### src/design/y2r_pkg.sv
// Shared types, coefficients and the saturating divide-by-10000 for the YUV to RGB converter.
`timescale 1ns / 1ps
package y2r_pkg;

    typedef logic signed [23:0] t_num;

    typedef struct packed {
        logic [7:0] r;
        logic [7:0] g;
        logic [7:0] b;
    } t_rgb;

    // coefficients scaled by 10000
    localparam logic [13:0] KY_RB = 14'd11644;
    localparam logic [14:0] KY_G  = 15'd19837;
    localparam logic [13:0] KV_R  = 14'd15938;
    localparam logic [14:0] KU_B  = 15'd20238;
    localparam logic [12:0] KR_G  = 13'd5094;
    localparam logic [10:0] KB_G  = 11'd1942;

    localparam t_num OFF_R = 24'sd2221300;
    localparam t_num OFF_B = 24'sd2771300;
    localparam t_num OFF_G = 24'sd311710;

    // numerators at or above this give a quotient of 255 or more
    localparam t_num        DIV_LIM  = 24'sd2560000;
    // ceil(2^34 / 10000): exact for numerators below DIV_LIM
    localparam logic [20:0] RECIP    = 21'd1717987;
    localparam int          RECIP_SH = 34;
    localparam logic [7:0]  CHAN_MAX = 8'd255;

    // pipeline depth of one lane, in clock edges
    localparam int LANE_LAT = 5;

    function automatic logic [7:0] sat_div(input t_num num);
        logic [42:0] prod;
        logic [7:0]  res;
        prod = 43'(num[21:0]) * 43'(RECIP);
        if (num < 0) begin
            res = 8'd0;
        end else if (num >= DIV_LIM) begin
            res = CHAN_MAX;
        end else begin
            res = prod[RECIP_SH+7:RECIP_SH];
        end
        return res;
    endfunction

endpackage

### src/design/y2r_lane.sv
// One conversion lane: five-stage pipeline turning Y, U, V into one RGB888 pixel.
`timescale 1ns / 1ps
module y2r_lane
    import y2r_pkg::*;
(
    input  logic       i_clk,
    input  logic [7:0] i_luma,
    input  logic [7:0] i_cb,
    input  logic [7:0] i_cr,
    output t_rgb       o_rgb
);

    logic [21:0] r_p_yrb, n_p_yrb;
    logic [22:0] r_p_yg,  n_p_yg;
    logic [21:0] r_p_vr,  n_p_vr;
    logic [22:0] r_p_ub,  n_p_ub;

    t_num        r_nr, n_nr;
    t_num        r_nb, n_nb;
    logic [22:0] r_yg2;

    logic [7:0]  r_r3, n_r3;
    logic [7:0]  r_b3, n_b3;
    logic [22:0] r_yg3;

    t_num        r_ng, n_ng;
    logic [7:0]  r_r4, r_b4;
    logic [20:0] n_mr;
    logic [18:0] n_mb;

    t_rgb        r_rgb, n_rgb;

    always_comb begin
        // stage 1: coefficient products
        n_p_yrb = 22'(KY_RB) * 22'(i_luma);
        n_p_yg  = 23'(KY_G) * 23'(i_luma);
        n_p_vr  = 22'(KV_R) * 22'(i_cr);
        n_p_ub  = 23'(KU_B) * 23'(i_cb);
        // stage 2: red and blue numerators
        n_nr = $signed({2'b00, r_p_yrb}) + $signed({2'b00, r_p_vr}) - OFF_R;
        n_nb = $signed({2'b00, r_p_yrb}) + $signed({1'b0, r_p_ub}) - OFF_B;
        // stage 3: saturated quotients
        n_r3 = sat_div(r_nr);
        n_b3 = sat_div(r_nb);
        // stage 4: green numerator from clamped red and blue
        n_mr = 21'(KR_G) * 21'(r_r3);
        n_mb = 19'(KB_G) * 19'(r_b3);
        n_ng = $signed({1'b0, r_yg3}) - OFF_G
             - $signed({3'b000, n_mr}) - $signed({5'b00000, n_mb});
        // stage 5: green quotient
        n_rgb.r = r_r4;
        n_rgb.g = sat_div(r_ng);
        n_rgb.b = r_b4;
    end

    always_ff @(posedge i_clk) begin
        r_p_yrb <= n_p_yrb;
        r_p_yg  <= n_p_yg;
        r_p_vr  <= n_p_vr;
        r_p_ub  <= n_p_ub;
        r_nr    <= n_nr;
        r_nb    <= n_nb;
        r_yg2   <= r_p_yg;
        r_r3    <= n_r3;
        r_b3    <= n_b3;
        r_yg3   <= r_yg2;
        r_ng    <= n_ng;
        r_r4    <= r_r3;
        r_b4    <= r_b3;
        r_rgb   <= n_rgb;
    end

    assign o_rgb = r_rgb;

endmodule

### src/design/y2r_merge.sv
// Output stage: joins the two lane pixels into one result and drives the strobe.
`timescale 1ns / 1ps
module y2r_merge
    import y2r_pkg::*;
(
    input  logic       i_clk,
    input  logic       i_rst_n,
    input  logic       i_vld,
    input  t_rgb       i_left,
    input  t_rgb       i_right,
    output logic       o_strobe,
    output t_rgb       o_left,
    output t_rgb       o_right
);

    logic r_strobe, n_strobe;
    t_rgb r_left, r_right;

    assign n_strobe = i_vld;

    always_ff @(posedge i_clk) begin
        if (!i_rst_n) begin
            r_strobe <= 1'b0;
        end else begin
            r_strobe <= n_strobe;
        end
    end

    // payload loads only with a live transaction so a result stays put between strobes
    always_ff @(posedge i_clk) begin
        if (i_vld) begin
            r_left  <= i_left;
            r_right <= i_right;
        end
    end

    assign o_strobe = r_strobe;
    assign o_left   = r_left;
    assign o_right  = r_right;

endmodule

### src/design/yuv420_pixel_pair_to_rgb_unit.sv
// Top level: YUV 4:2:0 pixel pair to two RGB888 pixels, two lanes and an output stage.
//
// Usage:
//   Input: drive i_luma_first, i_luma_second, i_chroma_blue, i_chroma_red and
//   raise start; a transaction is taken at each rising edge with start high
//   and busy low. busy is high only while reset is applied and the cycle
//   after, so one pixel pair is taken every clock.
//   Output: each result sits on the o_* pixel ports for one cycle with
//   o_strobe high; there is no back-pressure, the receiver must take it.
//   Path: from the accepting edge the result passes the five lane stages
//   (products, numerators, red/blue quotient, green numerator, green
//   quotient) and then one output register before the strobe cycle.
//   Throughput: 1 pair per cycle, each lane is fully pipelined.
//   Divide by 10000 is a reciprocal multiply after a range clamp.
//   Reset (synchronous, active low) clears the valid pipeline and the strobe;
//   transactions in flight are dropped.
`timescale 1ns / 1ps
module yuv420_pixel_pair_to_rgb_unit
    import y2r_pkg::*;
(
    input  logic       i_clk,
    input  logic       i_rst_n,
    input  logic       start,
    output logic       busy,
    input  logic [7:0] i_luma_first,
    input  logic [7:0] i_luma_second,
    input  logic [7:0] i_chroma_blue,
    input  logic [7:0] i_chroma_red,
    output logic       o_strobe,
    output logic [7:0] o_red_first,
    output logic [7:0] o_green_first,
    output logic [7:0] o_blue_first,
    output logic [7:0] o_red_second,
    output logic [7:0] o_green_second,
    output logic [7:0] o_blue_second
);

    logic                r_rdy;
    logic [LANE_LAT-1:0] r_vld, n_vld;
    logic                accept;
    t_rgb                left_px, right_px, out_left, out_right;

    assign busy   = ~r_rdy;
    assign accept = start & ~busy;
    assign n_vld  = {r_vld[LANE_LAT-2:0], accept};

    always_ff @(posedge i_clk) begin
        if (!i_rst_n) begin
            r_rdy <= 1'b0;
            r_vld <= '0;
        end else begin
            r_rdy <= 1'b1;
            r_vld <= n_vld;
        end
    end

    y2r_lane u_lane_first (
        .i_clk  (i_clk),
        .i_luma (i_luma_first),
        .i_cb   (i_chroma_blue),
        .i_cr   (i_chroma_red),
        .o_rgb  (left_px)
    );

    y2r_lane u_lane_second (
        .i_clk  (i_clk),
        .i_luma (i_luma_second),
        .i_cb   (i_chroma_blue),
        .i_cr   (i_chroma_red),
        .o_rgb  (right_px)
    );

    y2r_merge u_merge (
        .i_clk    (i_clk),
        .i_rst_n  (i_rst_n),
        .i_vld    (r_vld[LANE_LAT-1]),
        .i_left   (left_px),
        .i_right  (right_px),
        .o_strobe (o_strobe),
        .o_left   (out_left),
        .o_right  (out_right)
    );

    assign o_red_first    = out_left.r;
    assign o_green_first  = out_left.g;
    assign o_blue_first   = out_left.b;
    assign o_red_second   = out_right.r;
    assign o_green_second = out_right.g;
    assign o_blue_second  = out_right.b;

`ifndef SYNTH
    a_strobe_from_accept: assert property (@(posedge i_clk) disable iff (!i_rst_n)
        o_strobe |-> $past(accept, LANE_LAT + 1))
        else $error("strobe without matching transaction");

    a_accept_gives_strobe: assert property (@(posedge i_clk) disable iff (!i_rst_n)
        accept |-> ##(LANE_LAT + 1) o_strobe)
        else $error("transaction produced no result");

    a_ready_after_reset: assert property (@(posedge i_clk) disable iff (!i_rst_n)
        $past(i_rst_n) |-> !busy)
        else $error("busy raised outside reset");
`endif

endmodule

### config.mk
export PLATFORM = sky130hd
export DESIGN_NAME = yuv420_pixel_pair_to_rgb_unit
export DESIGN_NICKNAME = d
export VERILOG_FILES = /design/src/design/y2r_pkg.sv /design/src/design/y2r_lane.sv /design/src/design/y2r_merge.sv /design/src/design/yuv420_pixel_pair_to_rgb_unit.sv
export SDC_FILE = /design/constraint.sdc
export NUM_CORES = 2
export LEC_CHECK = 0
export BUFFER_PORTS_ARGS = -buffer_cell sky130_fd_sc_hd__buf_4
export CAP_MARGIN = 20
export CORE_MARGIN = 1.5
export CORE_UTILIZATION = 65
export DETAILED_ROUTE_END_ITERATION = 8
export HOLD_SLACK_MARGIN = 0.05
export PLACE_DENSITY = 0.82
export SLEW_MARGIN = 20
export SYNTH_ARGS = -nofsm -noshare
export SYNTH_HDL_FRONTEND = slang
export SYNTH_SLANG_ARGS = --single-unit
### constraint.sdc
create_clock -name i_clk -period 9.13 [get_ports i_clk]
set_input_delay 1.3695 -clock i_clk [delete_from_list [all_inputs] [get_ports i_clk]]
set_output_delay 1.3695 -clock i_clk [all_outputs]
set_load 0.005 [all_outputs]
==> results_dict.tcl <==
set metrics [dict create \
    status "complete, no violations" \
    startpoint "u_lane_second.r_ng[20]" \
    max_freq_mhz 136 \
    h-tree-depth 2 \
    syn_inst 8882 \
    worstRegToRegCells 23 \
    grt_usage_pct 30.8 \
    grt_overflow 0 \
    fin_crit_sh_pct 80.7 \
    worstSetupStartpointType "flip-flop" \
    synth-seq-cells 524 \
    fillers 10100 \
    fin_skew_ns 0.0859 \
    cpPeakStageDelay_ns 0.70 \
    crit_path_end "u_lane_second.o_rgb[15]" \
    ys_warn_count 0 \
    crit_required_ns 9.70 \
    synthMuxAreaShare_pct 0.115 \
    crit_top_cell "inv_1" \
    setup.worst_path.class "flip-flop to flip-flop" \
    hold_viol 0 \
    cts_inserted_buffers 61 \
    drv_cap 0 \
    cts_max_path_buffers 3 \
    die_w_um 370 \
    synth-compound-area-share_pct 7.34 \
    synth_xor_area_share_pct 4.59 \
    cts_resized 0 \
    chipHeight_um 370 \
    io_pins 85 \
    worst_pin_slew_ns 1.13 \
    synth-edff-count 48 \
    crit_slowest_cell "o41ai_1" \
    ant_nets 0 \
    rsz0062_at_grt "no" \
    drv_slew 0 \
    post-cts-setup-buffers 0 \
    cp.arrival_ns 7.94 \
    grt_pass1_vias 64300 \
    syn-num-nets 12100 \
    syn-cell-area_um2 87300 \
    cts.sinks 524 \
    post-route-drc-count 0 \
    grt_pass1_wl_um 332000 \
    r2r_end "u_lane_second.o_rgb[15]" \
    clock_latency_ns 0.74 \
    io_buffers 84 \
    setup_viol 0 \
    areaGrowthSynthToFinish_pct 5.81 \
    dp_hpwl_um 179000 \
    synth_top_family_by_area "adder cells" \
    cts_tree "done" \
    synth.most_common_cell "inv_1" \
    fin_tns_setup_ns 0 \
    cts_hold_buffers 0 \
    hp-class "flip-flop to flip-flop" \
    yosysTopAreaCell "fa_1" \
    drt_iter0_drc 3327 \
    path_clk_slew_ns 0.08 \
    fp.dieArea_um2 137000 \
    async_flop_share_pct 0 \
    synthAdderAreaFrac_pct 58.1 \
    path_max_fanout 7 \
    first_pass_iters 6 \
    crit_chain "inv_1 > ha_1 > fa_1 > inv_1 > ha_1 > fa_1 > inv_1 > fa_1 > inv_1 > fa_1 > inv_1 > fa_1 > inv_1 > ha_1 > and3_1 > a221o_1 > a21o_1 > a221oi_1 > a21boi_0 > o41ai_1 > o21ai_0 > xnor2_1 > a21oi_1" \
    routed_wl_um 204000 \
    yosys.area.top_type_share_pct 33.5 \
    yosysSeqAreaShare_pct 12.6 \
    crit_path_end_kind "flip-flop" \
    layout-drive-gt1-share_pct 3.07 \
    num-nets-final 12200 \
    rrSetupSlack_ns 1.77 \
    rows 134 \
    finalCriticalPeriod_ns 7.36 \
    cts_root_buffer "clkbuf_16" \
    gp_congestion 1.01 \
    core_area_um2 133000 \
    synth_ff_type "dfxtp_1" \
    reg2reg_from "u_lane_second.r_ng[20]" \
    start_util_pct 65.4 \
    synth_cell_type_count 91 \
    max_slew_margin_pct 24.2 \
    wl_per_cell_um 18.8 \
    synth.avg_cell_area_um2 9.83 \
    grt_max_degree 38 \
    synth-simple-area-share_pct 5.44 \
    antenna_found_initial 9 \
    vias 59100 \
    vias_per_cell 5.45 \
    ys_top_cells_by_count "inv_1 (2,708), ha_1 (1,716), fa_1 (1,462)" \
    synth.top_cells.by_area "fa_1 (34%), ha_1 (25%), inv_1 (12%)" \
]
metal layers:
metal  vias to the layer above  global-route usage, %  part of all wire [%]
met5                         -                      0                 0.033
met4                        10                   9.17                   3.1
met3                       385                   4.31                   5.6
met2                      1521                   52.2                    48
met1                     29300                   41.1                    43
li1                      27800                      -                     -
critical path: cells and delay by family (launching register included):
family	cells	cell delay [ns]
AO/OA/AOI/OAI	7	2.37
flip-flops	1	0.51
AND/OR/NAND/NOR	1	0.19
adder cells (fa/ha/maj)	8	3.50
buffers and inverters	6	0.43
XOR/XNOR	1	0.22
metrics by stage:
stage	hold slack, ns	util, %	instances	setup WS, ns	instance area [um^2]
final	0.250	69.2	10800	1.77	92400
after global routing	0.260	69.2	10800	1.41	92400
after CTS	0.239	69.2	10800	1.74	92400
after detailed placement	0.312	67.5	10700	1.76	90100
after global placement	0.310	67.5	10700	1.99	90100
after floorplan	0.310	-	8882	2.74	87300
worst min-delay path by stage:
stage                     depth (start not counted)                      to                     from
final                                             0  u_lane_first.r_yg2[22]  u_lane_first.r_p_yg[22]
after global routing                              0  u_lane_first.r_yg2[22]  u_lane_first.r_p_yg[22]
after CTS                                         0  u_lane_first.r_yg2[22]  u_lane_first.r_p_yg[22]
after detailed placement                          0  u_lane_first.o_rgb[18]     u_lane_first.r_r4[2]
after global placement                            0   u_lane_first.r_yg3[4]    u_lane_first.r_yg2[4]
after floorplan                                   0   u_lane_first.o_rgb[0]     u_lane_first.r_b4[0]
flip-flops by register name, summed over array words and instances (netlist names), 19 cells and up:
name,count
u_lane_second.r_nb,23
u_lane_second.r_yg2,23
u_lane_first.o_rgb,24
u_lane_second.r_p_vr,21
u_lane_second.o_rgb,24
u_lane_first.r_ng,24
u_lane_first.r_yg2,23
u_lane_first.r_p_yg,23
u_merge.o_right,24
u_lane_second.r_nr,22
u_merge.o_left,24
u_lane_first.r_yg3,23
u_lane_first.r_nb,22
u_lane_first.r_nr,23
u_lane_second.r_p_yg,23
u_lane_first.r_p_yrb,19
u_lane_second.r_yg3,23
u_lane_second.r_p_yrb,19
u_lane_second.r_p_ub,22
u_lane_second.r_ng,24
final cells by class:
type                            instances  area (um^2)  share of cell area (%)
Inverter                             2708        10200                    11.0
Tap cell                             1768         2210                    2.39
Antenna cell                            5         12.5                  0.0135
Clock buffer                           67         1600                    1.73
Timing Repair Buffer                  102          763                   0.826
Multi-Input combinational cell       5607        66000                    71.5
Sequential cell                       524        11000                    11.9
Clock inverter                         49          636                   0.688
placed cells by master (no fill, tap or decap), types with 34 or more instances in the layout:
master,n
nand3_1,78
and3_1,34
a21o_1,113
a21oi_1,297
o21a_1,54
nor2b_1,50
xor2_1,143
dfxtp_1,475
nor3_1,109
ha_1,1716
nand4_1,36
nand2_1,217
edfxtp_1,48
o21ai_0,192
a31oi_1,61
fa_1,1462
nor2_1,271
xnor2_1,309
clkbuf_16,62
inv_1,2708
a211oi_1,39
buf_4,101
cells by family after synthesis:
kind of cell | after synthesis
XOR/XNOR | 454
AND/OR/NAND/NOR | 967
buffers and inverters | 2751
flip-flops | 524
adder cells (fa/ha/maj) | 3180
multiplexers | 10
AO/OA/AOI/OAI | 996
Power is left out: the tool's default activity adds up to more than one toggle a clock period on the data nets, which glitch-free logic cannot reach.
